### src/rtl/cmp_ram.sv
// ----------------------------------------------------------------------------
// cmp_ram
// Generic single-write, single-read RAM with registered read data.
// ----------------------------------------------------------------------------
`default_nettype none

module cmp_ram #(
  parameter int WIDTH = 8,
  parameter int DEPTH = 16
) (
  input  wire logic                     clk,
  input  wire logic                     we,
  input  wire logic [$clog2(DEPTH)-1:0] waddr,
  input  wire logic [WIDTH-1:0]         wdata,
  input  wire logic [$clog2(DEPTH)-1:0] raddr,
  output logic      [WIDTH-1:0]         rdata
);

  logic [WIDTH-1:0] mem [DEPTH];

  always_ff @(posedge clk) begin
    if (we) begin
      mem[waddr] <= wdata;
    end
    rdata <= mem[raddr];
  end

endmodule

`default_nettype wire

### config.mk
export PLATFORM = sky130hd
export DESIGN_NAME = cmp_ram
export DESIGN_NICKNAME = d
export VERILOG_FILES = /design/src/rtl/cmp_ram.sv
export SDC_FILE = /design/constraint.sdc
export NUM_CORES = 1
export LEC_CHECK = 0
export BUFFER_PORTS_ARGS = -buffer_cell sky130_fd_sc_hd__buf_4
export CORE_ASPECT_RATIO = 0.75
export CORE_MARGIN = 4
export CORE_UTILIZATION = 46
export CTS_CLUSTER_SIZE = 14
export DETAILED_ROUTE_END_ITERATION = 10
export PLACE_DENSITY = 0.74
export SLEW_MARGIN = 20
export SYNTH_ARGS = -nofsm -noshare
export SYNTH_HDL_FRONTEND = slang
export SYNTH_SLANG_ARGS = --single-unit
export TNS_END_PERCENT = 1
### constraint.sdc
create_clock -name clk -period 2.04 [get_ports clk]
set_clock_uncertainty 0.05 [all_clocks]
set_input_delay 0.204 -clock clk [delete_from_list [all_inputs] [get_ports clk]]
set_output_delay 0.204 -clock clk [all_outputs]
set_load 0.1 [all_outputs]
# Word level (Yosys, flattened, before mapping)
# Memories as Yosys holds them, arrays and structs flattened. A register that Yosys moved wholly into a read port is not among the register bits.
# Index checks and enable logic that the tools add are counted.
[classes]
muxes = 2
[op_table]
columns = ["cell", "count"]
rows = [
  ["1-bit 2-to-1 mux", 2],
]
[totals]
ff_bits = 0
mem_bits_rw = 128
input_bits = 18
out_inout_bits = 8
word_cells = 3
n_memories = 1
[mem_list]
columns = ["name", "depth", "width", "rd", "rd_clocked_by_memory_dff", "wr", "line", "source"]
rows = [
  ["mem", 16, 8, 1, 1, 1, "19", "logic [WIDTH-1:0] mem [DEPTH];"],
]

# Longest topological paths before layout
# Gate-level depths: netlist of run 1.
[logic_depth]
depth_word = 2
mapped_depth = 5

# Worst setup path before layout of run 1
# OpenSTA, ideal clock, no wires.
[synth_timing]
kind = "input-to-reg"
start = "input waddr[2]"
end = "memory mem[0][0] (enable)"
setup_time_ns = 0.383
arrival_ns = 1.314
t_required_ns = 1.607
slack_ns = 0.293
cell_stages = 2
path_buffers = 0
cell_sequence = "or3b_2 > nor3_1"
[synth_rtl]
columns = ["element", "line", "source"]
rows = [
  ["start, declared", "13", "input wire logic [$clog2(DEPTH)-1:0] waddr,"],
  ["end, declared", "19", ""],
]
# No word-level cell before the write port.

==> results of run 1 <==
## registers in the layout, indices dropped and copies added, names as in the netlist
name	count
rdata	8
mem	128
## cell type report
cell class / count / area (um^2)
well taps: 140 / 175
repair buffers: 43 / 335
multi-input cells: 83 / 1060
flip-flops and latches: 136 / 4000
clock inverters: 15 / 178
fillers: 786 / 4770
clock buffers: 17 / 425
## cells in the mapped netlist
master,number,area [um^2]
and2b_1,1,7.51
a22oi_1,16,120
dfxtp_1,8,160
buf_6,3,33.8
nor2b_1,1,6.26
nand3b_1,2,15.0
nor2_1,13,48.8
mux4_2,18,405
mux4_1,14,368
nand2b_1,2,12.5
nor3_1,4,20.0
edfxtp_1,128,3840
nand3_1,1,5.00
clkdlybuf4s25_2,3,30.0
nand2_1,9,33.8
buf_2,3,15.0
and2_1,1,6.26
buf_4,1,7.51
or3b_2,1,8.76
## power by group through the flow
stage	sequential [mW]	clock (mW)	combinational, mW
floorplan	3.33	0	0.159
global placement	3.20	0	0.430
detailed placement	3.20	0	0.438
CTS	3.15	3.10	0.438
global route	3.15	3.24	0.460
finish	3.14	3.06	0.431
## layer usage
layer / vias to the layer above / global-route usage (%)
li1: 1075 / -
met1: 1247 / 25.1
met2: 88 / 20.6
met3: 7 / 5.74
met4: 0 / 4.79
met5: - / 0
## per-stage QoR
step / hold WS, ps / area, um^2 / cells / power [mW]
5_1_grt: 47.0 / 6170 / 434 / 6.85
2_1_floorplan: 253 / 5150 / 229 / 3.49
3_3_place_gp: 455 / 5570 / 402 / 3.63
6_report: 36.4 / 6170 / 434 / 6.63
3_5_place_dp: 472 / 5570 / 402 / 3.64
4_1_cts: 31.8 / 6170 / 434 / 6.69
## kinds of logic (layout without fill, tap and decap cells)
kind of cell / Yosys count / count (layout) / share of synthesized area (%)
and+or+nand+nor: 35 / 35 / 3.18
buffers and inverters: 10 / 75 / 1.68
muxes: 32 / 32 / 15.0
DFF: 136 / 136 / 77.8
AOI/OAI and AO/OA: 16 / 16 / 2.33
## worst max-delay path by stage
stage / to / slack (ps)
after floorplan: mem[0][0] / 290
after global placement: rdata[3] / 380
after detailed placement: rdata[4] / 350
after CTS: rdata[4] / 650
after global routing: rdata[4] / 600
final: rdata[4] / 670
==> metrics.txt, run 1 <==
status complete, no violations; GRT overflow 0; Max Used Layer met4; worst r2r path cells 3; Max stage delay on crit path 510 ps; worst r2r src mem[9][4]; Critical Path RT 2290 ps; post-DP HPWL 6030 um; crit start category flip-flop; vias per cell 5.57; CP endpoint kind flip-flop; Sink Count 136; WP depth 3; Ys Warns 0; Sequential Power Share 47.4%; fin crit period 1370 ps; register-to-register setup slack 670 ps; TritonCTS Buffers 17; Max Clk Rate 0.732 GHz; HP Start wdata[0]; die extent in y 99.6 um; initial DRC count 251; Skew-Pair Late Insertion Delay 410 ps; Diodes inserted 0; Post-CTS Setup Inserts 0; Worst-path clk slew 60 ps; Core Region 10,900 um^2; final period utilization 67.0%; die area 13,000 um^2; CP delay by family, top multiplexers; H-tree levels 4; CTS root buffer clkbuf_16; Final Core Density 56.4%; vias 2,417; Avg WL per Cell 21.5 um; DRC 0; first-pass GRT wire length 14,500 um; top-level I/O count 26; worst min-delay path class in -> reg; # hold bufs at CTS 0; Initial Util 47.0%; slowest CP cell mux4_1; IO buf count 25; met3 wire length 706 um; Final ANT Viol Nets 0; Sw Share 21.8%; kind of critical path reg -> reg; CP Cell Sequence mux4_1 -> a22oi_1 -> nand2_1; sw power 1.45 mW; slew at the pin closest to its max-slew limit 708 ps; RePlAce Congestion 0.716; Clk network pwr share 46.1%; origin of the worst setup path mem[9][4]; Pint 5.19 mW; pin count of the biggest net entering global routing 33; RSZ-0062 raised after global routing no; Setup violations, final 0; combinational share of power 6.5%; WHS Endpoint mem[14][0]; CTS tree built; FF-to-FF End rdata[4]; Synth Instances 229; Final Hold Fails 0; Max VDD drop 0.646 mV; most frequent cells in the layout 128 x edfxtp_1, 42 x buf_4, 18 x mux4_2, 17 x clkbuf_16, 16 x a22oi_1; Syn Nets 247; post-synthesis sequential area ratio 77.8%; row count 33; relative slew slack 52.6%; drt pass-1 iters 4; share of post-route cells with drive strength above 1 31.6%; setup_tns 0 ps; CP bufs+invs 0; commonest non-fill, non-tap cell in the layout edfxtp_1; M1 wire length 4280 um; leakage power 2.10 nW; die width 130 um; pwr dens 1070 nW/um^2; Layout area overhead 20.0%; Critical Path AT 1610 ps; post-CTS resize count 0; WHS Path Cells 1; CTS max path bufs 2; post-layout worst setup margin 673 ps; number of global-route vias before repair 2,538; count of different cell masters after synthesis 19; Slew Viols, Final 0; CP Max Fanout 1; Detailed Route WL 9350 um; antenna violations before repair 0; post-synthesis sequential element count 136; met2 wire len 4280 um; fin nets 299; syn avg cell area 22.5 um^2; area of the mapped netlist 5150 um^2; max_cap viols 0; GRT Overall Usage 15.9%; DP Worst Slack 348 ps
Note: power is estimated with default switching activity, not from simulation.
==> inputs of run 2 (changes only) <==
- PLACE_DENSITY: 0.74 -> 0.76
- clock period: 2.04 -> 1.15 ns (I/O delays scaled with it)
==> run 2 against run 1 <==
Against the previous run: the flow now finishes with violations (negative setup slack); fmax rose by 5.4%; sequential power up 79%; global-route usage grew 1.3 points; critical endpoint unchanged; highest routed layer unchanged.
==> metrics.txt, run 2 (synthesis results as in run 1) <==
fin nets 321; TritonCTS Buffers 17; H-tree levels 4; Core Region 10,900 um^2; CTS tree built; placed cell areas 5800 um^2; antenna violations before repair 0; RePlAce Congestion 0.754; worst min-delay path class in -> reg; Worst-path clk slew 50 ps; relative slew slack 37.9%; origin of the worst setup path mem[8][4]; post-DP HPWL 6630 um; CP Max Fanout 1; vias 2,515; registers with the most flip-flops mem: 128 flops, rdata: 8 flops; die extent in y 99.6 um; slowest CP cell mux4_2; GRT Overall Usage 17.1%; Max VDD drop 1.13 mV; CP bufs+invs 0; post-layout worst setup margin -146 ps; fin crit period 1300 ps; number of global-route vias before repair 2,634; status finished, violations left; final instance area 6490 um^2; initial DRC count 241; Skew-Pair Late Insertion Delay 410 ps; crit start category flip-flop; Critical Path AT 1540 ps; failing checks negative setup slack; final cell count without fillers 456; Max stage delay on crit path 470 ps; Detailed Route WL 10,200 um; GRT overflow 0; Setup violations, final 8; Sink Count 136; die area 13,000 um^2; DRC 0; Avg WL per Cell 22.3 um; Placed Cells 416; Slew Viols, Final 0; Diodes inserted 0; final period utilization 113%; largest register by flop count mem; die width 130 um; row count 33; Final ANT Viol Nets 0; IO buf count 25; Layout area overhead 26.1%; drt pass-1 iters 5; vias per cell 5.52; CP endpoint kind flip-flop; slew at the pin closest to its max-slew limit 928 ps; worst r2r src mem[8][4]; RSZ-0062 raised after global routing yes; pin count of the biggest net entering global routing 17; max_cap viols 0; number of flip-flops in the largest register 128; CTS root buffer clkbuf_16; commonest non-fill, non-tap cell in the layout edfxtp_1; Max Clk Rate 0.771 GHz; setup_tns -1090 ps; Critical Path RT 1390 ps; first-pass GRT wire length 15,600 um; top-level I/O count 26; pwr dens 1710 nW/um^2; kind of critical path reg -> reg; Initial Util 47.0%; leakage power 2.18 nW; HP Start raddr[1]; CP Cell Sequence mux4_2 -> a22oi_1 -> nand2_1; Final Hold Fails 0; most frequent cells in the layout 128 x edfxtp_1, 40 x buf_4, 30 x mux4_2, 17 x clkbuf_16, 16 x buf_12; CP delay by family, top multiplexers; share of post-route cells with drive strength above 1 41.8%; CTS max path bufs 2
## run 2: path summary, 6_finish.rpt
check	slack, ps	depth (start not counted)	to
worst max-delay path	-150	3	rdata[4]
worst min-delay path	180	4	rdata[4]
worst max register to register	-150	3	rdata[4]
worst min register to register	620	3	rdata[2]
## run 2: cell type report
class,instances,area [um^2]
Clock inverter,12,61.3
Fill cell,766,4450
Multi-Input combinational cell,83,1090
Clock buffer,20,437
Tap cell,140,175
Timing Repair Buffer,65,716
Sequential cell,136,4010
## run 2: layer usage
| layer | vias up | part of all wire, % | global-route usage (%) |
|---|---|---|---|
| li1 | 1106 | - | - |
| met1 | 1306 | 43 | 24.8 |
| met2 | 94 | 47 | 24.7 |
| met3 | 9 | 9.0 | 5.26 |
| met4 | 0 | 0.88 | 6.47 |
| met5 | - | 0 | 0 |
## run 2: repair_timing
action	CTS	global route
endpoints found under the hold margin	128	0
pin swaps	14	4
setup endpoints to repair	16	13
setup buffers	0	0
resized for setup	42	10
hold buffers	8	0
## run 2: where the power goes
part	total (mW)	switching [mW]	internal, mW
sequential	5.61	0.0573	5.55
clock	4.52	1.83	2.69
combinational	0.981	0.559	0.422
total	11.1	2.45	8.66
## run 2: metrics by stage
step / setup slack [ps] / utilization (%) / hold WS, ps / total power, mW
detailed placement: -391 / 53.0 / 385 / 6.54
global route: -214 / 59.3 / 175 / 11.5
finish: -146 / 59.3 / 179 / 11.1
global placement: -381 / 53.0 / 366 / 6.51
floorplan: -207 / - / 164 / 6.19
CTS: -175 / 59.1 / 162 / 11.2
## run 2: worst register-to-register path, stage by stage, from the launching register on
cell	delay [ps]
edfxtp_1	390
mux4_2	470
a22oi_1	200
nand2_1	70
==> inputs of run 3 (changes only) <==
- ABC_AREA: default -> 1
==> run 3 against run 2 <==
Against the previous run: the flow now finishes without violations; total power rose by 3.7%; fmax up 16%; sequential cell count did not move.
==> metrics.txt, run 3 <==
status complete, no violations; CP endpoint kind output port; WP depth 1; Final Core Density 56.4%; fin crit period 1120 ps; first-pass GRT wire length 21,700 um; top-level I/O count 26; Max VDD drop 1.09 mV; Synth Flop Type edfxtp_1; post-layout worst setup margin 28.5 ps; relative slew slack 79.7%; post-synthesis sequential area ratio 69.4%; CTS tree built; number of flip-flops in the largest register 128; area of the mapped netlist 5770 um^2; leakage power 3.00 nW; CP Cell Sequence buf_12; slew at the pin closest to its max-slew limit 304 ps; crit start category flip-flop; GRT overflow 0; Final ANT Viol Nets 0; RePlAce Congestion 0.890; CTS max path bufs 2; cell with the most instances after synthesis nand2_1; pwr dens 1670 nW/um^2; Setup violations, final 0; pin count of the biggest net entering global routing 27; H-tree levels 4; Max stage delay on crit path 360 ps; biggest area consumer among synthesized cells edfxtp_1; Sink Count 136; antenna violations before repair 0; count of different cell masters after synthesis 12; Slew Viols, Final 0; synth top area cells edfxtp_1 67%, nand2_1 11%, nand3_1 8.4%, inv_1 6.5%, dfxtp_1 2.8%; Ys Warns 0; placed cell areas 6260 um^2; die area 14,400 um^2; CP bufs+invs 1; CP Max Fanout 1; die width 137 um; IO buf count 25; vias per cell 5.17; RSZ-0062 raised after global routing no; registers with the most flip-flops mem: 128 flops, rdata: 8 flops; Critical Path RT 990 ps; Layout area overhead 20.0%; post-DP HPWL 8900 um; Final Hold Fails 0; final instance area 6920 um^2; Syn Nets 569; vias 4,036; Max Clk Rate 0.892 GHz; Avg WL per Cell 17.8 um; most frequent cells in the layout 173 x nand2_1, 128 x edfxtp_1, 100 x inv_1, 94 x nand3_1, 42 x buf_4; Commonest cells post-synth 173 x nand2_1, 128 x edfxtp_1, 100 x inv_1; share of post-route cells with drive strength above 1 14.5%; die extent in y 105 um; commonest non-fill, non-tap cell in the layout nand2_1; row count 35; Diodes inserted 0; initial DRC count 452; Synth Instances 551; Critical Path AT 960 ps; worst min-delay path class in -> reg; TritonCTS Buffers 17; fillers 1,023; largest register by flop count mem; syn avg cell area 10.5 um^2; GRT Overall Usage 20.5%; area occupied by multi-input gates 1230 um^2; WHS Path Cells 1; Initial Util 47.0%; CTS root buffer clkbuf_16; max_cap viols 0; register area 4010 um^2; DP Worst Slack -53.4 ps; ys async rst share 0%; Core Region 12,300 um^2; CP delay by family, top flip-flops; final period utilization 97.5%; drt pass-1 iters 6; fin nets 620; Post-CTS Setup Inserts 0; Skew-Pair Late Insertion Delay 420 ps; Worst-path clk slew 60 ps; Detailed Route WL 13,900 um; kind of critical path reg -> out; Synth top area share 66.7%; DRC 0; worst r2r path cells 6; Hold WS 14.6 ps; number of global-route vias before repair 3,939; post-synthesis sequential element count 136; number of flops mapped to enable cells by yosys 128; slowest CP cell dfxtp_2
-- run 3: cell count changes after synthesis, sizes merged --
| cell | change |
|---|---|
| a22oi | -16 |
| inv | +102 |
| and2b | -1 |
| nor2 | +4 |
| nand2b | -2 |
| nand3 | +96 |
| nor3 | -4 |
| and2 | -1 |
| nand2 | +164 |
| mux4 | -32 |
| or3b | -1 |
| nor2b | -1 |
| buf | +17 |
| clkdlybuf4s25 | -3 |
-- run 3: final cells by class --
type | count | area share, %
clock inverters | 13 | 1.27
flip-flops and latches | 136 | 58.0
clock buffers | 19 | 6.26
inverters | 102 | 5.53
well taps | 166 | 3.00
multi-input cells | 289 | 17.8
repair buffers | 56 | 8.19
-- run 3: worst paths after layout --
check                                from         to  slack [ps]
worst max-delay path             rdata[4]   rdata[4]          30
worst min register to register  mem[2][5]   rdata[5]         620
worst max register to register  mem[8][3]   rdata[3]          70
worst min-delay path             wdata[6]  mem[1][6]          10
-- run 3: timing repair --
action,in CTS,in global routing
setup endpoints to repair,8,5
hold buffers,2,0
hold endpoints to repair,10,0
gates resized for setup,22,9
-- run 3: per-stage QoR --
stage,cells,power [mW],setup TNS (ps)
3_5_place_dp,747,6.67,-529
4_1_cts,781,11.5,-27.9
2_1_floorplan,551,6.30,0
5_1_grt,781,11.9,0
3_3_place_gp,747,6.64,-17.2
6_report,781,11.5,0
-- run 3: kinds of logic (layout without fill, tap and decap cells) --
family                 after synthesis  in the layout  share of synthesized area (%)
buffers and inverters              126            190                           9.52
and+or+nand+nor                    289            289                           21.0
DFF                                136            136                           69.4
-- run 3: report_power, final --
group / switching [mW] / leakage [nW] / internal (mW)
registers: 0.0544 / 1.22 / 5.55
logic: 0.731 / 1.53 / 0.346
clock network: 1.94 / 0.251 / 2.90
-- run 3: routing by layer --
metal	share of wire, %	GRT usage (%)
met5	0	0
met4	1.6	6.48
met3	11	6.45
met2	45	28.9
met1	42	30.4
