**src/rtl/cmp_pkg.sv**
```systemverilog
// ----------------------------------------------------------------------------
// cmp_pkg
// Shared constants, payload types and sequencer states for the CUSUM
// change-point block.
// ----------------------------------------------------------------------------
`default_nettype none

package cmp_pkg;

  localparam int MAX_LEN     = 1024;
  localparam int SAMPLE_BITS = 16;

  localparam int CNT_W  = $clog2(MAX_LEN + 1);        // sample count, holds MAX_LEN
  localparam int IDX_W  = $clog2(MAX_LEN);            // store address / split index
  localparam int PS_W   = SAMPLE_BITS + IDX_W + 1;    // prefix sum
  localparam int DIFF_W = PS_W + CNT_W;               // n*S_c - c*T
  localparam int MAG_W  = DIFF_W - 1;                 // |diff|
  localparam int SQ_W   = 2 * MAG_W;                  // |diff|^2
  localparam int FRAC_W = 16;                         // score fraction bits
  localparam int NUM_W  = SQ_W + FRAC_W;              // dividend
  localparam int Q_W    = 2 * CNT_W - 1;              // c*(n-c)
  localparam int DEN_W  = 3 * CNT_W;                  // n*c*(n-c)
  localparam int REM_W  = DEN_W + 1;
  localparam int SCORE_W = 2 * SAMPLE_BITS + CNT_W - 1 + FRAC_W - 2 + 2;
  localparam int ROOT_W = (SCORE_W + 1) / 2;
  localparam int CONTRAST_W = 28;
  localparam int STEP_W = $clog2(NUM_W + 1);

  typedef struct packed {
    logic signed [SAMPLE_BITS-1:0] sample;
    logic                          last_sample;
  } in_item_t;

  typedef struct packed {
    logic [CONTRAST_W-1:0] contrast;
    logic [IDX_W-1:0]      split_index;
  } out_item_t;

  typedef enum logic [3:0] {
    ST_LOAD,
    ST_READ,
    ST_LATCH,
    ST_MUL,
    ST_DIFF,
    ST_SQ,
    ST_DIV,
    ST_DWAIT,
    ST_SQRT,
    ST_SWAIT,
    ST_OUT
  } seq_state_t;

endpackage

`default_nettype wire

```
**src/rtl/cmp_sqrt.sv**
```systemverilog
// ----------------------------------------------------------------------------
// cmp_sqrt
// Integer square root, two radicand bits per cycle, truncating.
// ----------------------------------------------------------------------------
`default_nettype none

module cmp_sqrt
  import cmp_pkg::*;
(
  input  wire logic                clk,
  input  wire logic                rst_n,
  input  wire logic                start,
  input  wire logic [SCORE_W-1:0]  x,
  output logic                     done,
  output logic      [ROOT_W-1:0]   root
);

  localparam int XW = 2 * ROOT_W;

  logic [XW-1:0]       x_r;
  logic [ROOT_W+1:0]   rem_r, rem_t, trial;
  logic [ROOT_W-1:0]   root_r;
  logic [STEP_W-1:0]   cnt_r;
  logic                run_r, done_r, take;

  always_comb begin
    rem_t = {rem_r[ROOT_W-1:0], x_r[XW-1:XW-2]};
    trial = {root_r, 2'b01};
    take  = (rem_t >= trial);
  end

  always_ff @(posedge clk) begin
    if (!rst_n) begin
      run_r  <= 1'b0;
      done_r <= 1'b0;
      cnt_r  <= '0;
    end else if (start) begin
      run_r  <= 1'b1;
      done_r <= 1'b0;
      cnt_r  <= '0;
    end else begin
      done_r <= run_r && (cnt_r == STEP_W'(ROOT_W - 1));
      if (run_r) begin
        cnt_r <= cnt_r + 1'b1;
        if (cnt_r == STEP_W'(ROOT_W - 1)) run_r <= 1'b0;
      end
    end
  end

  always_ff @(posedge clk) begin
    if (start) begin
      x_r    <= XW'(x);
      rem_r  <= '0;
      root_r <= '0;
    end else if (run_r) begin
      x_r    <= {x_r[XW-3:0], 2'b00};
      rem_r  <= take ? rem_t - trial : rem_t;
      root_r <= {root_r[ROOT_W-2:0], take};
    end
  end

  assign done = done_r;
  assign root = root_r;

endmodule

`default_nettype wire

```
**config.mk**
```make
export PLATFORM = sky130hd
export DESIGN_NAME = cmp_sqrt
export DESIGN_NICKNAME = d
export VERILOG_FILES = /design/src/rtl/cmp_pkg.sv /design/src/rtl/cmp_sqrt.sv
export SDC_FILE = /design/constraint.sdc
export NUM_CORES = 1
export LEC_CHECK = 0
export ABC_CLOCK_PERIOD_IN_PS = 6100
export BUFFER_PORTS_ARGS = -buffer_cell sky130_fd_sc_hd__buf_2
export CAP_MARGIN = 0
export CORE_AREA = 5 5 131 96
export DETAILED_ROUTE_END_ITERATION = 16
export DIE_AREA = 0 0 136 101
export PLACE_DENSITY = 0.84
export SETUP_SLACK_MARGIN = 0.3
export SLEW_MARGIN = 0
export SYNTH_ARGS = -nofsm -noshare
export SYNTH_HDL_FRONTEND = slang
export SYNTH_SLANG_ARGS = --single-unit
```
**constraint.sdc**
```tcl
create_clock -name clk -period 6.1 [get_ports clk]
set_clock_uncertainty 0.05 [all_clocks]
set_input_delay 1.83 -clock clk [delete_from_list [all_inputs] [get_ports clk]]
set_output_delay 1.83 -clock clk [all_outputs]
set_load 0.1 [all_outputs]
```
* Yosys cells after proc, flatten, opt, wreduce, memory -nomap -nowiden
Cells that the tools add are included.
** Word-level totals
- Bits in registers :: 125
- Input port bits :: 61
- Output and inout bits :: 30
- Logic and storage cells :: 20
** Operators by class
- Add/subtract/negate cells :: 2
- Order comparisons :: 1
- Eq/ne operators :: 1
- Mux-type cells :: 6
- Bitwise operators :: 1
- Reductions and logical operators :: 3
** Operator list (count)
- $mux W58 :: 2
- $ge A31 B31 Y1 :: 1
- $mux W29 :: 1
- $sub A29 B29 Y29 :: 1
- $add A7 B1 Y7 const B :: 1
- $eq A7 B5 Y1 const B :: 1
- $mux W1 :: 3
- $reduce_bool A2 Y1 :: 1
- $reduce_or A2 Y1 :: 1
- $logic_and A1 B1 Y1 :: 1
- $not A1 Y1 :: 1

* Longest topological paths before layout
Gate-level depths: netlist of the first run.
- Depth in word-level cells :: 4
- Gate-level depth with buffers :: 13
- Depth with buffers taken out :: 10

* Least setup slack after synthesis of the first run
OpenSTA, ideal clock, no wires.
- Path type :: input port to flip-flop
- Start :: input port start
- End :: register x_r[0], enable pin
- Library setup time :: 0.412 ns
- Arrival :: 3.879 ns
- Required time :: 5.638 ns
- Path slack :: 1.759 ns
- Cell stages on the path :: 5
- Path buffers :: 3
- Cells stage by stage :: clkbuf_1 clkbuf_1 clkbuf_1 nor2_1 inv_1
** On the way
- Longest elaborated chain between the ends :: 1
** RTL lines
- from (decl) :: RTL line cmp_sqrt.sv:12 : input wire logic start,
- $reduce_bool A2 Y1 (no line)
- to (signal assigned) :: RTL line cmp_sqrt.sv:52 : x_r <= XW'(x);
- to (signal assigned) :: RTL line cmp_sqrt.sv:56 : x_r <= {x_r[XW-3:0], 2'b00};
- to (decl) :: RTL line cmp_sqrt.sv:20 : logic [XW-1:0] x_r;
Every way passes these cells.
A chain may end at the register's enable or synchronous reset.

* Worst setup path in the final report of the first run
- Start :: register root_r[10] (netlist: root[10])
- End :: register rem_r[23]
** On the way
- Longest elaborated chain between the ends :: 2
- Elaborated cells on any way between the ends :: 3
- Classes of those cells :: add/sub: 1; order compare: 1; mux: 1
** RTL lines
- from (decl) :: RTL line cmp_sqrt.sv:22 : logic [ROOT_W-1:0] root_r;
- from (signal assigned) :: RTL line cmp_sqrt.sv:58 : root_r <= {root_r[ROOT_W-2:0], take};
- $sub A29 B29 Y29 / $ge A31 B31 Y1 (equally long branches) :: RTL line cmp_sqrt.sv:57, cmp_sqrt.sv:29
- $mux W29 * :: RTL line cmp_sqrt.sv:57 : rem_r <= take ? rem_t - trial : rem_t;
- to (signal assigned) :: RTL line cmp_sqrt.sv:57
- to (decl) :: RTL line cmp_sqrt.sv:21 : logic [ROOT_W+1:0] rem_r, rem_t, trial;
Every way passes the cells marked *; elsewhere a longest branch is shown, timed or not.

==> flow_summary.toml, run 1 <==
[status]
status = "finished clean"

[clocking]
cts_hold_buf = 0
clk_pin_slew_ns = 0.06
root_buffer = "clkbuf_16"
clkLatencyLatePin_ns = 0.42
cts_max_level = 4
cts_made_buffers = 17
cts_max_path_buffers = 2
cts.sink_count = 125
postCtsSetupRepairBufs = 0
ctsResizeCount = 0
cts_tree = "done"

[cells_and_area]
final_cell_mix = "89 x buf_2, 68 x nor2_1, 66 x dfxtp_1, 58 x edfxtp_1, 57 x mux2_2"
finalNonFillerCells = 922
drive_gt1_frac = 0.250
final_common_cell = "buf_2"
final_area_mm2 = 0.00795
n_antenna_cell = 0
nets = 846
syn_to_final_growth_pct = 16.0

[route]
vias = 5546
via_per_inst = 6.02
drcViolationCount = 0
drtAntennaViolNets = 0
drtPass1Iterations = 6
drtIter0Drc = 643
route.detailed.wl_per_inst_um = 16.8
routed_wl_mm = 15.5

[floorplan]
dieWidth_um = 136
start_util = 0.608
die_area_mm2 = 0.0137
row_count = 33
coreArea_mm2 = 0.0113
ioPinCount = 91
die_y_um = 101

[synth]
async_reset_ff_frac = 0
avgSynthCellArea_um2 = 10.1
ys_types = 63
ys_ff_latch = 125
synth_warnings = 0
dominantRegCellSynth = "dfxtp_1"
netlist_area_mm2 = 0.00685
syn_nets = 773
ys_seq_area_frac = 0.450
synthCells = 679
synth_edf_count = 58

[global_routing]
grt_pass1_vias = 5339
grt_pass1_wl_mm = 25.7
grt_usage = 0.235
grt_max_degree = 70
grt-ovfl-total = 0
grt_antenna_before_repair = 0

[worst_setup_path]
worstSetupStartpointType = "register"
cp.required_ns = 6.37
end_kind = "register"
arrival_ns = 3.92
worst-path-max-fanout = 21
reg2reg_depth = 11
crit_type = "register to register"

[placement]
hpwlAfterDp_mm = 10.4
gp_congestion = 0.961
port_buffers = 90
dp_cells = 890
placed_area_mm2 = 0.00736

[sta]
max_slew_margin = 0.223
min_period_ns = 3.65
drv_slew = 0
tns_ns = 0
grt_setup_unrepaired = "false"
min_period_over_period = 0.598
hold_viol = 0
clock.fmax_mhz = 274
final-setup-viol-count = 0
tightest_slew_ns = 1.16

[pwr]
max-vdd-ir-drop_mv = 0.292
switching_power_mw = 1.41
seqPwrFrac = 0.292
p_int_mw = 2.19
power.density_mw_per_mm2 = 452
switching_share = 0.392
combPwrFrac = 0.426
p_leak_nw = 3.23
p_clk_frac = 0.282

[flow_run]
drv_cap = 0

[hold_path]
hp-class = "register to register"
holdPathStages = 2
## per-stage QoR
stage / util / setup WS (ns) / total power, mW / hold WS [ns]
2_1_floorplan: - / 1.76 / 2.25 / 0.397
3_3_place_gp: 0.653 / 2.37 / 2.48 / 0.422
3_5_place_dp: 0.653 / 2.29 / 2.53 / 0.435
4_1_cts: 0.705 / 2.42 / 3.57 / 0.443
5_1_grt: 0.705 / 2.12 / 3.80 / 0.460
6_report: 0.705 / 2.45 / 3.59 / 0.447
## area by class of cell
cell class              instances  area [µm²]
multi-input cells             475        3450
fillers                       851        3330
flip-flops and latches        125        3090
repair buffers                 93         475
clock buffers                  17         425
well taps                     157         196
clock inverters                15         160
inverters                      40         150
## sequential cells by signal, indices dropped and copies added (netlist names)
signal	flops
cnt_r	7
done	1
rem_r	29
root	29
run_r	1
x_r	58
## synth_stat cells (3+ instances only)
cell,number,area share
buf_1,4,0.0022
o21ai_0,15,0.011
clkbuf_1,29,0.016
xnor2_1,14,0.018
ha_1,33,0.060
nor3_1,6,0.0044
or3_1,5,0.0046
nand3_1,13,0.0095
o21a_1,4,0.0044
dfxtp_1,67,0.20
o21ai_1,7,0.0051
nor2_1,68,0.037
o211ai_1,6,0.0066
inv_1,38,0.021
a211oi_1,4,0.0044
and3_1,9,0.0082
edfxtp_1,58,0.25
nand2_1,56,0.031
a21o_1,12,0.013
and2_1,3,0.0027
xor2_1,12,0.015
a31oi_1,5,0.0046
nand4_1,12,0.011
a311oi_1,22,0.028
nor2b_1,5,0.0046
mux2_2,57,0.094
buf_2,3,0.0022
a21oi_1,36,0.026
mux2i_1,30,0.044
nand2b_1,5,0.0046
## routing by layer
layer,vias to the layer above,track usage,wire length (µm)
met1,2678,0.310,6980
met4,0,0.0829,305
met2,211,0.385,7300
li1,2625,-,-
met5,-,0,0
met3,32,0.0509,942
## worst max-delay path, cell delays in order, from the launching register on
cell and delay, ns:
dfxtp_1 0.38, inv_1 0.06, ha_1 0.36, a21o_1 0.25, a2111oi_0 0.57, o2111ai_2 0.24, o211ai_4 0.20, nor4_4 0.10
nor2_1 0.57, buf_4 0.38, nand2_1 0.10, a311oi_1 0.29
## power groups by stage
stage / logic (mW) / clock network [mW] / registers [mW]
finish: 1.53 / 1.01 / 1.05
global placement: 1.42 / 0 / 1.06
global route: 1.68 / 1.06 / 1.06
CTS: 1.50 / 1.02 / 1.05
detailed placement: 1.47 / 0 / 1.06
floorplan: 1.19 / 0 / 1.06
## final timing paths
path	start	to	slack (ns)
max	root[10]	rem_r[23]	2.45
max reg2reg	root[10]	rem_r[23]	2.45
min reg2reg	rem_r[8]	rem_r[8]	0.45
min	rem_r[8]	rem_r[8]	0.45
## cell families after synthesis
kind of cell,count (synthesis),synth area share
buf+inv,79,0.0460
flops,125,0.450
simple gates,193,0.133
compound gates,136,0.140
mux,87,0.138
fa+ha+maj,33,0.0603
xor+xnor,26,0.0332
Power figures use the tool's default switching activity.
==> run 2, diff against run 1 <==
--- a/config.mk
+++ b/config.mk
@@ -5,13 +5,13 @@
 export SDC_FILE = /design/constraint.sdc
 export NUM_CORES = 1
 export LEC_CHECK = 0
-export ABC_CLOCK_PERIOD_IN_PS = 6100
+export ABC_CLOCK_PERIOD_IN_PS = 3090
 export BUFFER_PORTS_ARGS = -buffer_cell sky130_fd_sc_hd__buf_2
 export CAP_MARGIN = 0
-export CORE_AREA = 5 5 131 96
+export CORE_AREA = 5 5 142 104
 export DETAILED_ROUTE_END_ITERATION = 16
-export DIE_AREA = 0 0 136 101
-export PLACE_DENSITY = 0.84
+export DIE_AREA = 0 0 147 109
+export PLACE_DENSITY = 0.75
 export SETUP_SLACK_MARGIN = 0.3
 export SLEW_MARGIN = 0
 export SYNTH_ARGS = -nofsm -noshare
==> constraint.sdc (replaced) <==
create_clock -name clk -period 3.09 [get_ports clk]
set_clock_uncertainty 0.05 [all_clocks]
set_input_delay 0.927 -clock clk [delete_from_list [all_inputs] [get_ports clk]]
set_output_delay 0.927 -clock clk [all_outputs]
set_load 0.1 [all_outputs]
==> run 2 against run 1 <==
  * Critical path depth decreased by 1
  * Die area increased by 17%
  * Non-clock buffer count increased by 32
  * Design area increased by 11%
==> flow_summary.toml, run 2 (same netlist as run 1, synthesis figures left out) <==
[floorplan]
ioPinCount = 91
coreArea_mm2 = 0.0134
start_util = 0.512
die_area_mm2 = 0.0160
die_y_um = 109
dieWidth_um = 147
row_count = 36

[route]
drcViolationCount = 0
route.detailed.wl_per_inst_um = 17.6
drtAntennaViolNets = 0
drtPass1Iterations = 5
routed_wl_mm = 17.1
vias = 5771
drtIter0Drc = 516
via_per_inst = 5.94

[clocking]
clkLatencyLatePin_ns = 0.42
root_buffer = "clkbuf_16"
cts_max_path_buffers = 2
cts_tree = "done"
cts_made_buffers = 17
cts.sink_count = 125
clk_pin_slew_ns = 0.06
cts_max_level = 4

[pwr]
max-vdd-ir-drop_mv = 0.759
seqPwrFrac = 0.248
p_clk_frac = 0.234
p_int_mw = 5.06
switching_share = 0.397
finalPower_mw = 8.39
power.density_mw_per_mm2 = 949
p_leak_nw = 3.50
switching_power_mw = 3.33
combPwrFrac = 0.518

[placement]
hpwlAfterDp_mm = 11.0
dp_cells = 915
port_buffers = 90
gp_congestion = 0.860

[global_routing]
grt_pass1_vias = 5656
grt_antenna_before_repair = 0
grt_pass1_wl_mm = 27.5
grt-ovfl-total = 0
grt_max_degree = 59
grt_usage = 0.212

[cells_and_area]
largest_reg_flops = 58
syn_to_final_growth_pct = 29.1
drive_gt1_frac = 0.408
regMostFlops = "x_r"
nets = 881
final_common_cell = "buf_2"
n_antenna_cell = 0
final_cell_mix = "89 x buf_2, 67 x nor2_1, 58 x edfxtp_1, 57 x mux2_2, 48 x nand2_1"
final_util = 0.661
finalNonFillerCells = 971

[sta]
final-setup-viol-count = 0
max_slew_margin = 0.677
tns_ns = 0
grt_setup_unrepaired = "true"
tightest_slew_ns = 0.479
clock.fmax_mhz = 354
hold_viol = 0
min_period_over_period = 0.913
min_period_ns = 2.82
drv_slew = 0

[worst_setup_path]
reg2reg_from = "root[4]"
crit_family = "simple AND/OR/NAND/NOR gates"
crit_path_end = "rem_r[2]"
worstSetupPathDepth = 10
reg2reg_depth = 10
crit_slowest_cell = "or4_4"
crit_top_cell = "or4_4"
worstSetupStartpointType = "register"
r2r_slack_ns = 0.27
rr_endpoint = "rem_r[2]"
cp.required_ns = 3.37
arrival_ns = 3.10
startpoint = "root[4]"
worst-path-max-fanout = 6
crit_chain = "inv_2 -> ha_4 -> a21oi_4 -> or4_4 -> o2111ai_4 -> o211ai_4 -> or4_4 -> nand2_4 -> nand3_2 -> a311oi_1"
cp_num_buf_inv = 1
crit_type = "register to register"
end_kind = "register"
max_stage_delay_ns = 0.64

[status]
status = "finished clean"

[flow_run]
drv_cap = 0

[hold_path]
hp-class = "register to register"
run 2: worst min-delay path by stage:
stage	from	to	cells after the start	slack [ns]
2_1_floorplan	rem_r[27]	rem_r[27]	2	0.40
3_3_place_gp	rem_r[28]	rem_r[28]	2	0.42
3_5_place_dp	rem_r[5]	rem_r[5]	2	0.43
4_1_cts	rem_r[15]	rem_r[15]	2	0.44
5_1_grt	rem_r[27]	rem_r[27]	2	0.48
6_report	rem_r[15]	rem_r[15]	2	0.45
run 2: timing repair:
action,in CTS,in global routing
cloned,0,3
hold buffers,0,0
setup endpoints to repair,29,29
setup buffers,11,10
pin swaps,17,22
resized for setup,15,61
run 2: area by class of cell:
class	count	area, µm²
Clock buffer	23	469
Clock inverter	9	111
Fill cell	1027	4540
Inverter	40	154
Multi-Input combinational cell	478	4000
Sequential cell	125	3160
Tap cell	171	214
Timing Repair Buffer	125	736
run 2: per-stage QoR:
step	setup slack, ns	hold slack [ns]	cell area [µm²]
CTS	0.273	0.444	8390
global route	0.205	0.479	8840
finish	0.269	0.447	8840
floorplan	0.141	0.397	7090
global placement	0.195	0.423	7650
detailed placement	0.0732	0.428	7650
run 2: power groups by stage:
stage | clock network [mW] | registers (mW) | logic, mW
after floorplan | 0 | 2.08 | 2.53
after global routing | 2.07 | 2.10 | 4.64
after CTS | 1.99 | 2.07 | 3.36
final | 1.96 | 2.08 | 4.34
after detailed placement | 0 | 2.09 | 3.07
after global placement | 0 | 2.08 | 3.01
run 2: metal layers:
layer	GRT usage	part of all wire	routed length, µm	vias to the layer above
met1	0.284	0.44	7470	2771
met5	0	0	0	-
met2	0.337	0.46	7910	240
met3	0.0523	0.072	1240	56
met4	0.0731	0.027	466	0
li1	-	-	-	2704
run 2: worst reg2reg max path, stage by stage, from the launching register on:
cell and delay, ns:
dfxtp_4 0.35, inv_2 0.04, ha_4 0.29, a21oi_4 0.06
or4_4 0.55, o2111ai_4 0.12, o211ai_4 0.14, or4_4 0.64
nand2_4 0.18, nand3_2 0.08, a311oi_1 0.24
