$ cat src/rtl/cmp_pkg.sv
// ----------------------------------------------------------------------------
// cmp_pkg
// Shared constants, payload types and sequencer states for the CUSUM
// change-point block.
// ----------------------------------------------------------------------------
`default_nettype none

package cmp_pkg;

  localparam int MAX_LEN     = 1024;
  localparam int SAMPLE_BITS = 16;

  localparam int CNT_W  = $clog2(MAX_LEN + 1);        // sample count, holds MAX_LEN
  localparam int IDX_W  = $clog2(MAX_LEN);            // store address / split index
  localparam int PS_W   = SAMPLE_BITS + IDX_W + 1;    // prefix sum
  localparam int DIFF_W = PS_W + CNT_W;               // n*S_c - c*T
  localparam int MAG_W  = DIFF_W - 1;                 // |diff|
  localparam int SQ_W   = 2 * MAG_W;                  // |diff|^2
  localparam int FRAC_W = 16;                         // score fraction bits
  localparam int NUM_W  = SQ_W + FRAC_W;              // dividend
  localparam int Q_W    = 2 * CNT_W - 1;              // c*(n-c)
  localparam int DEN_W  = 3 * CNT_W;                  // n*c*(n-c)
  localparam int REM_W  = DEN_W + 1;
  localparam int SCORE_W = 2 * SAMPLE_BITS + CNT_W - 1 + FRAC_W - 2 + 2;
  localparam int ROOT_W = (SCORE_W + 1) / 2;
  localparam int CONTRAST_W = 28;
  localparam int STEP_W = $clog2(NUM_W + 1);

  typedef struct packed {
    logic signed [SAMPLE_BITS-1:0] sample;
    logic                          last_sample;
  } in_item_t;

  typedef struct packed {
    logic [CONTRAST_W-1:0] contrast;
    logic [IDX_W-1:0]      split_index;
  } out_item_t;

  typedef enum logic [3:0] {
    ST_LOAD,
    ST_READ,
    ST_LATCH,
    ST_MUL,
    ST_DIFF,
    ST_SQ,
    ST_DIV,
    ST_DWAIT,
    ST_SQRT,
    ST_SWAIT,
    ST_OUT
  } seq_state_t;

endpackage

`default_nettype wire

$ cat src/rtl/cmp_div.sv
// ----------------------------------------------------------------------------
// cmp_div
// Restoring divider, one quotient bit per cycle, MSB first.
// ----------------------------------------------------------------------------
`default_nettype none

module cmp_div
  import cmp_pkg::*;
(
  input  wire logic               clk,
  input  wire logic               rst_n,
  input  wire logic               start,
  input  wire logic [NUM_W-1:0]   num,
  input  wire logic [DEN_W-1:0]   den,
  output logic                    done,
  output logic      [SCORE_W-1:0] quo
);

  logic [NUM_W-1:0]   num_r, num_nxt;
  logic [REM_W-1:0]   rem_r, rem_nxt, rem_t;
  logic [REM_W-1:0]   den_r;
  logic [SCORE_W-1:0] quo_r, quo_nxt;
  logic [STEP_W-1:0]  cnt_r, cnt_nxt;
  logic               run_r, run_nxt, done_r, done_nxt;
  logic               qbit;

  always_comb begin
    rem_t    = {rem_r[REM_W-2:0], num_r[NUM_W-1]};
    qbit     = (rem_t >= den_r);
    rem_nxt  = qbit ? rem_t - den_r : rem_t;
    quo_nxt  = {quo_r[SCORE_W-2:0], qbit};
    num_nxt  = {num_r[NUM_W-2:0], 1'b0};
    cnt_nxt  = cnt_r + 1'b1;
    run_nxt  = run_r && (cnt_r != STEP_W'(NUM_W - 1));
    done_nxt = run_r && (cnt_r == STEP_W'(NUM_W - 1));
  end

  always_ff @(posedge clk) begin
    if (!rst_n) begin
      run_r  <= 1'b0;
      done_r <= 1'b0;
      cnt_r  <= '0;
    end else if (start) begin
      run_r  <= 1'b1;
      done_r <= 1'b0;
      cnt_r  <= '0;
    end else begin
      run_r  <= run_nxt;
      done_r <= done_nxt;
      if (run_r) cnt_r <= cnt_nxt;
    end
  end

  always_ff @(posedge clk) begin
    if (start) begin
      num_r <= num;
      den_r <= REM_W'(den);
      rem_r <= '0;
      quo_r <= '0;
    end else if (run_r) begin
      num_r <= num_nxt;
      rem_r <= rem_nxt;
      quo_r <= quo_nxt;
    end
  end

  assign done = done_r;
  assign quo  = quo_r;

endmodule

`default_nettype wire

$ cat config.mk
export PLATFORM = sky130hd
export DESIGN_NAME = cmp_div
export DESIGN_NICKNAME = d
export VERILOG_FILES = /design/src/rtl/cmp_pkg.sv /design/src/rtl/cmp_div.sv
export SDC_FILE = /design/constraint.sdc
export NUM_CORES = 1
export LEC_CHECK = 0
export BUFFER_PORTS_ARGS = -buffer_cell sky130_fd_sc_hd__buf_4
export CORE_ASPECT_RATIO = 0.5
export CORE_MARGIN = 2
export CORE_UTILIZATION = 51
export DETAILED_ROUTE_END_ITERATION = 6
export MAX_ROUTING_LAYER = met4
export PLACE_DENSITY = 0.86
export SYNTH_ARGS = -nofsm -noshare
export SYNTH_HDL_FRONTEND = slang
export SYNTH_SLANG_ARGS = --single-unit
$ cat constraint.sdc
create_clock -name clk -period 2.81 [get_ports clk]
set_input_delay 0.4215 -clock clk [delete_from_list [all_inputs] [get_ports clk]]
set_output_delay 0.4215 -clock clk [all_outputs]
set_load 0.02 [all_outputs]
Word-level counts from Yosys, hierarchy flattened
Cells that the tools add are included.
Widths: inputs -> output; s select.
Cells by class
  div/mod/pow operators: 0
  $add $sub $neg: 2
  shift-type cells: 0
  reductions and logical operators: 4
  multiply operators: 0
  equal/unequal tests: 2
  bitwise gates (word level): 1
  muxes and demuxes: 4
  $lt $le $gt $ge: 1
Operators with widths (count)
  $mux 90: 2
  $ge 34x33->1: 1
  $mux 33: 1
  $sub 33x33->33: 1
  $add 7x1->7 const B: 1
  $eq 7x7->1 const B: 1
  $ne 7x7->1 const B: 1
  $logic_and 1x1->1: 2
  $reduce_bool 2->1: 1
  $reduce_or 2->1: 1
  $mux 1: 1
  $not 1->1: 1
Storage, ports and cells
  bits in latches: 0
  input bits: 126
  register bits after elaboration: 223
  RAM bits: 0
  output and inout port bits: 59
  memory bits (read-only): 0
  memories kept: 0

Longest topological paths before layout
Gate-level depths: netlist of the first run.
  depth in word-level cells: 3
  mapped depth: 14
  depth with buffers taken out: 13

Least setup slack after synthesis of the first run
No wires, ideal clock.
  kind: flip-flop to flip-flop
  start: reg num_r[89]
  end: reg rem_r[13]
  arrival: 2.743 ns
  path buffers: 0
  stages on the path, launching flop included: 14
  path slack: -0.061 ns
  period minus slack after synthesis: 2.871 ns
  library setup time: 0.128 ns
  cell sequence: edfxtp_1 -> inv_1 -> ha_1 -> inv_1 -> fa_1 -> a21o_1 -> a31oi_1 -> a21oi_1 -> a31oi_2 -> nand3_2 -> a31oi_4 -> mux2_2 -> mux2i_1 -> nor2_1
Between the ends
  cells in the longest elaborated chain, start to end: 2
  elaborated cells on any way between the ends: 3
  classes of those cells: add/sub: 1; order compare: 1; mux: 1
RTL lines
  from (decl): RTL line cmp_div.sv:19  | logic [NUM_W-1:0] num_r, num_nxt;
  from (signal assigned): RTL line cmp_div.sv:56  | num_r <= num;
  from (signal assigned): RTL line cmp_div.sv:61  | num_r <= num_nxt;
  $sub 33x33->33 / $ge 34x33->1 (equally long branches): RTL line cmp_div.sv:30, cmp_div.sv:29
  $mux 33 (*): RTL line cmp_div.sv:30  | rem_nxt = qbit ? rem_t - den_r : rem_t;
  to (signal assigned): RTL line cmp_div.sv:62  | rem_r <= rem_nxt;
  to (decl): RTL line cmp_div.sv:20  | logic [REM_W-1:0] rem_r, rem_nxt, rem_t;
Every way passes the cells marked *; elsewhere a longest branch is shown, timed or not.
A chain may end at the register's enable or synchronous reset.

Worst setup path after layout of the first run
Same ends and word-level chain as after synthesis.

==> impl_metrics.py, run 1 <==
metrics = {
    "power": {
        "p_total_w": 0.007945,
        "powerDensity_nw_per_um2": 588.2,
        "ir_drop_uv": 512.3,
        "p_leak_nw": 5.763,
    },
    "die": {
        "rows": 36,
        "core_sq_um": 19730,
        "start_util_pct": 52.75,
        "die-area_sq_um": 21630,
        "die_x_um": 206.0,
        "ios": 185,
        "die_h_um": 105.0,
    },
    "routing": {
        "route.detailed.drc": 0,
        "vias": 7815,
        "vias_per_cell": 5.469,
        "dr.pass1.iters": 5,
        "wl_per_cell_um": 17.50,
        "drtIter0Drc": 408,
        "ant_nets": 0,
        "finalWirelength_mm": 25.00,
    },
    "worst_setup_path": {
        "crit_arrival_ns": 3.22,
        "r2r_setup_slack_ns": -0.01,
        "cp.required_ns": 3.20,
        "path_class": "flip-flop to flip-flop",
        "cp-startpoint": "num_r[89]",
        "r2r_cells": 14,
        "reg2reg_from": "num_r[89]",
        "crit_fanout": 4,
        "setup.worst_path.end_class": "flip-flop",
        "r2r-end": "rem_r[13]",
        "cp-start-kind": "flip-flop",
    },
    "logic_synthesis": {
        "synth_top_area_share_pct": 35.49,
        "synth_cell_types": 54,
        "syn_avg_cell_area_sq_um": 11.60,
        "ys_seq_area_share_pct": 54.72,
        "ys_ff_latch": 223,
        "synth_area_leaders": "edfxtp_1 35%, dfxtp_1 19%, mux2_2 9.8%, mux2i_1 6.5%, nor2_1 4.2%",
        "synth_area_sq_um": 10410,
        "syn_nets": 1059,
        "ys_warn_count": 0,
        "postSynth.asyncResetShare_pct": 0,
        "synth_edf_count": 123,
        "synthCells": 897,
        "synth_area_leader_cell": "edfxtp_1",
        "synthFlopType": "edfxtp_1",
    },
    "finish": {
        "antenna_cells": 0,
        "final_common_cell": "buf_4",
        "nets": 1310,
        "regArea_sq_um": 5699,
        "multi_input_area_sq_um": 4521,
        "nFillCells": 1440,
        "fin_area_sq_um": 13510,
        "mostFrequentLayoutCells": "262 x buf_4, 123 x edfxtp_1, 116 x nor2_1, 99 x dfxtp_1, 90 x mux2_2",
        "area_growth_pct": 29.78,
        "drive_above_1_share_pct": 37.23,
    },
    "placement": {
        "place_hpwl_mm": 17.17,
        "placed_area_sq_um": 12480,
        "numPortBuffers": 184,
        "routabilityCongestion": 0.9212,
    },
    "cts": {
        "cts.reportedPaths.clkPinSlew_ns": 0.07,
        "cts_buffers": 21,
        "cts_sinks": 223,
        "cts_root_buf": "clkbuf_16",
        "cts_tree": "done",
        "ctsLongestPathBuffers": 3,
        "cts_htree_levels": 1,
        "clk_latency_ns": 0.52,
    },
    "run": {
        "cap_viol_max_count": 0,
    },
    "timing": {
        "period_share_pct": 100.5,
        "slew_violations": 0,
        "rsz0062_at_grt": "yes",
        "final-hold-violation-count": 0,
        "hold_slack_ns": 0.07385,
        "tightestPinTransition_ns": 0.6287,
        "setup_viol": 4,
        "clock.fmax_mhz": 354.0,
        "post-route-min-period_ns": 2.825,
        "finalWorstSetupSlack_ns": -0.01498,
        "relSlewSlack_pct": 58.09,
        "worst_clock_skew_ns": 0.01403,
    },
    "grt": {
        "antenna_found_initial": 0,
        "grtUsageTotal_pct": 23.36,
        "grt_pass1_vias": 7923,
        "grt_max_degree": 48,
        "grt_pass1_wl_mm": 39.03,
        "grt_overflow": 0,
    },
    "worst_hold_path": {
        "holdCritPathClass": "primary input to flip-flop",
        "hold_path_depth": 1,
        "min_to": "den_r[0]",
        "min_from": "den[0]",
    },
    "outcome": {
        "status": "complete, but fails checks",
        "violations": "negative setup slack",
    },
}
-- cell usage after synthesis, drive strengths merged, types with 2 or more instances --
cell type and n:
mux2 91, nand3 11, o21ai 20, nand3b 2
a311oi 3, o21bai 3, and3 3, a211oi 25
o31ai 2, inv 42, nand4 8, a32oi 5
a21o 8, o21a 4, mux2i 68, a21boi 2
a21oi 48, nand2 49, o211a 3, nor3 7
nor3b 2, dfxtp 100, xnor2 17, o221ai 2
or3 3, nand2b 7, nor2 117, a221o 2
a31oi 6, clkbuf 30, a22oi 2, buf 15
ha 35, xor2 18, nor2b 4, edfxtp 123
-- logic make-up (layout without fill, tap and decap cells) --
| logic type | count (synthesis) | count (layout) | share of synthesized area, % |
|---|---|---|---|
| flops | 223 | 223 | 54.72 |
| simple gates | 217 | 217 | 9.017 |
| fa+ha+maj | 36 | 36 | 4.400 |
| buf+inv | 87 | 353 | 3.462 |
| mux | 159 | 159 | 16.39 |
| xor+xnor | 35 | 35 | 2.945 |
| compound gates | 140 | 140 | 9.064 |
-- how the worst max path moves through the flow --
| stage | end | cells after the start | slack, ns |
|---|---|---|---|
| finish | rem_r[13] | 14 | -0.01 |
| CTS | rem_r[31] | 15 | 0.0005 |
| floorplan | rem_r[13] | 13 | 0.01 |
| detailed placement | rem_r[31] | 14 | -0.19 |
| global route | rem_r[8] | 15 | -0.14 |
| global placement | rem_r[31] | 14 | -0.09 |
-- per-stage QoR --
stage | utilization [%] | setup slack, ns | std cells | setup TNS (ns)
floorplan | - | 0.01226 | 897 | 0
global placement | 63.26 | -0.09102 | 1372 | -0.9414
detailed placement | 63.26 | -0.1933 | 1372 | -4.007
CTS | 67.33 | 0.0005334 | 1421 | 0
global route | 68.46 | -0.1388 | 1429 | -2.371
finish | 68.46 | -0.01498 | 1429 | -0.04065
-- worst max-delay path, cell delays in order, from the launching register on --
cell      delay (ns)
edfxtp_1        0.38
inv_1           0.08
ha_2            0.17
inv_2           0.04
fa_2            0.36
a21o_1          0.22
a31oi_4         0.19
a21oi_4         0.09
a31oi_4         0.17
nand3_2         0.11
a31oi_4         0.23
buf_12          0.14
mux2_2          0.33
mux2i_1         0.14
nor2_1          0.05
-- power by group --
group	total, W	switching, W	internal [W]
registers	0.00379	0.0000986	0.00370
logic	0.00140	0.000680	0.000715
clock network	0.00276	0.00125	0.00151
total	0.00794	0.00202	0.00592
-- what timing repair did --
| item | CTS | global route |
|---|---|---|
| cloned | 0 | 1 |
| pin swaps | 11 | 17 |
| endpoints found under the hold margin | 0 | 0 |
| hold buffers | 0 | 0 |
| gates resized for setup | 13 | 37 |
| endpoints found under the setup margin | 32 | 33 |
| setup buffers | 11 | 7 |
-- flip-flops by register name, summed over array words and instances (netlist names) --
signal and cells:
num_r 90, quo 58, den_r 33, rem_r 33, cnt_r 7, done 1, run_r 1
-- layer usage --
layer	share of wire [%]	up-vias	global-route usage [%]
met5	0	-	-
met4	4.4	0	9.388
met3	5.1	76	5.365
met2	49	235	38.76
met1	42	3778	27.58
li1	-	3726	-
-- final cells by class --
cell class	instances	area share, %
repair buffers	273	15.87
multi-input cells	587	33.47
clock buffers	29	4.456
well taps	266	2.464
clock inverters	9	0.3520
inverters	42	1.195
flip-flops and latches	223	42.20
Power figures use the tool's default switching activity.
==> run 2, diff against run 1 <==
Settings changed: REMOVE_ABC_BUFFERS set to 1.
==> impl_metrics.py, run 2 (same netlist as run 1, synthesis figures left out) <==
metrics = {
    "outcome": {
        "status": "complete, but fails checks",
        "violations": "negative setup slack",
    },
    "placement": {
        "numPortBuffers": 184,
        "dp_slack_ns": -0.3324,
        "placed_area_sq_um": 12490,
        "routabilityCongestion": 0.9059,
        "place_hpwl_mm": 16.12,
    },
    "power": {
        "ir_drop_uv": 486.9,
        "p_leak_nw": 5.748,
        "p_total_w": 0.008146,
        "powerDensity_nw_per_um2": 602.6,
    },
    "timing": {
        "clock.fmax_mhz": 348.0,
        "worst_clock_skew_ns": 0.01493,
        "setup_viol": 9,
        "relSlewSlack_pct": 46.89,
        "final-hold-violation-count": 0,
        "post-route-min-period_ns": 2.873,
        "slew_violations": 0,
        "hold_slack_ns": 0.07931,
        "rsz0062_at_grt": "yes",
        "period_share_pct": 102.3,
        "finalWorstSetupSlack_ns": -0.06338,
        "tightestPinTransition_ns": 0.7967,
    },
    "die": {
        "core_sq_um": 19730,
        "ios": 185,
        "die_h_um": 105.0,
        "rows": 36,
        "start_util_pct": 52.75,
        "die_x_um": 206.0,
        "die-area_sq_um": 21630,
    },
    "routing": {
        "vias_per_cell": 5.359,
        "finalWirelength_mm": 23.80,
        "vias": 7610,
        "wl_per_cell_um": 16.76,
        "drtIter0Drc": 426,
        "ant_nets": 0,
        "route.detailed.drc": 0,
        "dr.pass1.iters": 5,
    },
    "grt": {
        "grt_util_met3_pct": 4.304,
        "grt_overflow": 0,
        "grt_use_met2_pct": 37.37,
        "grt_pass1_wl_mm": 38.01,
        "use_met1_pct": 27.20,
        "grt_pass1_vias": 7677,
        "grtUsageTotal_pct": 22.35,
        "grt_busiest_layer": "met2",
        "grt_max_degree": 120,
        "antenna_found_initial": 0,
    },
    "worst_setup_path": {
        "cp-start-kind": "flip-flop",
        "cp.required_ns": 3.16,
        "path_class": "flip-flop to flip-flop",
        "crit_fanout": 7,
        "setup.worst_path.end_class": "flip-flop",
        "crit_arrival_ns": 3.22,
    },
    "finish": {
        "final_common_cell": "buf_4",
        "nFillCells": 1396,
        "largest_register_ffs": 90,
        "antenna_cells": 0,
        "drive_above_1_share_pct": 36.83,
        "regMostFlops": "num_r",
        "nets": 1302,
        "area_growth_pct": 29.90,
        "mostFrequentLayoutCells": "253 x buf_4, 123 x edfxtp_1, 114 x nor2_1, 99 x dfxtp_1, 90 x mux2_2",
        "fin_area_sq_um": 13520,
    },
    "worst_hold_path": {
        "holdCritPathClass": "primary input to flip-flop",
    },
    "cts": {
        "cts_sinks": 223,
        "cts_root_buf": "clkbuf_16",
        "cts_buffers": 20,
        "cts_htree_levels": 1,
        "cts_tree": "done",
        "clk_latency_ns": 0.51,
        "ctsLongestPathBuffers": 3,
        "cts.reportedPaths.clkPinSlew_ns": 0.07,
    },
    "run": {
        "cap_viol_max_count": 0,
    },
}
[run 2: worst paths after layout]
| kind | from | end | slack [ns] | cells after the start |
|---|---|---|---|---|
| max | num_r[89] | rem_r[16] | -0.06 | 14 |
| min reg2reg | rem_r[25] | rem_r[25] | 0.49 | 2 |
| max reg2reg | num_r[89] | rem_r[16] | -0.06 | 14 |
| min | den[14] | den_r[14] | 0.08 | 1 |
[run 2: final cells by class]
cell class / instances / area [sq um] / share of cell area, %
inverter: 42 / 158.9 / 1.175
sequential: 223 / 5699 / 42.16
clock buffer: 25 / 540.5 / 3.998
multi-input combinational: 587 / 4527 / 33.48
timing repair buffer: 266 / 2093 / 15.48
tap: 266 / 332.8 / 2.462
clock inverter: 11 / 167.7 / 1.240
[run 2: stage by stage]
step,utilization (%),cells,TNS (ns)
2_1_floorplan,-,852,-380.73
3_3_place_gp,63.31,1372,-4.324
3_5_place_dp,63.31,1372,-8.026
4_1_cts,67.54,1415,-0.03764
5_1_grt,68.52,1420,-4.120
6_report,68.52,1420,-0.1945
[run 2: metal layers]
| metal | part of all wire, % | vias up | routed length, um |
|---|---|---|---|
| li1 | - | 3711 | - |
| met1 | 42 | 3610 | 10040 |
| met2 | 49 | 222 | 11710 |
| met3 | 5.0 | 67 | 1201 |
| met4 | 3.6 | 0 | 853 |
| met5 | 0 | - | 0 |
[run 2: power breakdown]
part | switching [W] | leakage (nW) | internal [W]
Clock | 0.00122 | 0.340 | 0.00175
Combinational | 0.000690 | 3.37 | 0.000706
Sequential | 0.0000858 | 2.04 | 0.00369
[run 2: timing repair]
action,CTS,global route
resized for setup,15,36
endpoints found under the setup margin,33,33
hold buffers,0,0
pin swaps,12,5
setup buffers,7,4
cloned,0,1
[run 2: worst max-delay path: stages, from the launching register on]
cell and delay, ns:
edfxtp_1 0.38, inv_1 0.07, ha_2 0.18, inv_2 0.04, fa_2 0.33, a21o_1 0.20, a31oi_4 0.17, a21oi_2 0.09
a31oi_2 0.21, nand3_2 0.11, a31oi_4 0.27, buf_4 0.19, buf_8 0.12, mux2i_1 0.23, a211oi_1 0.11
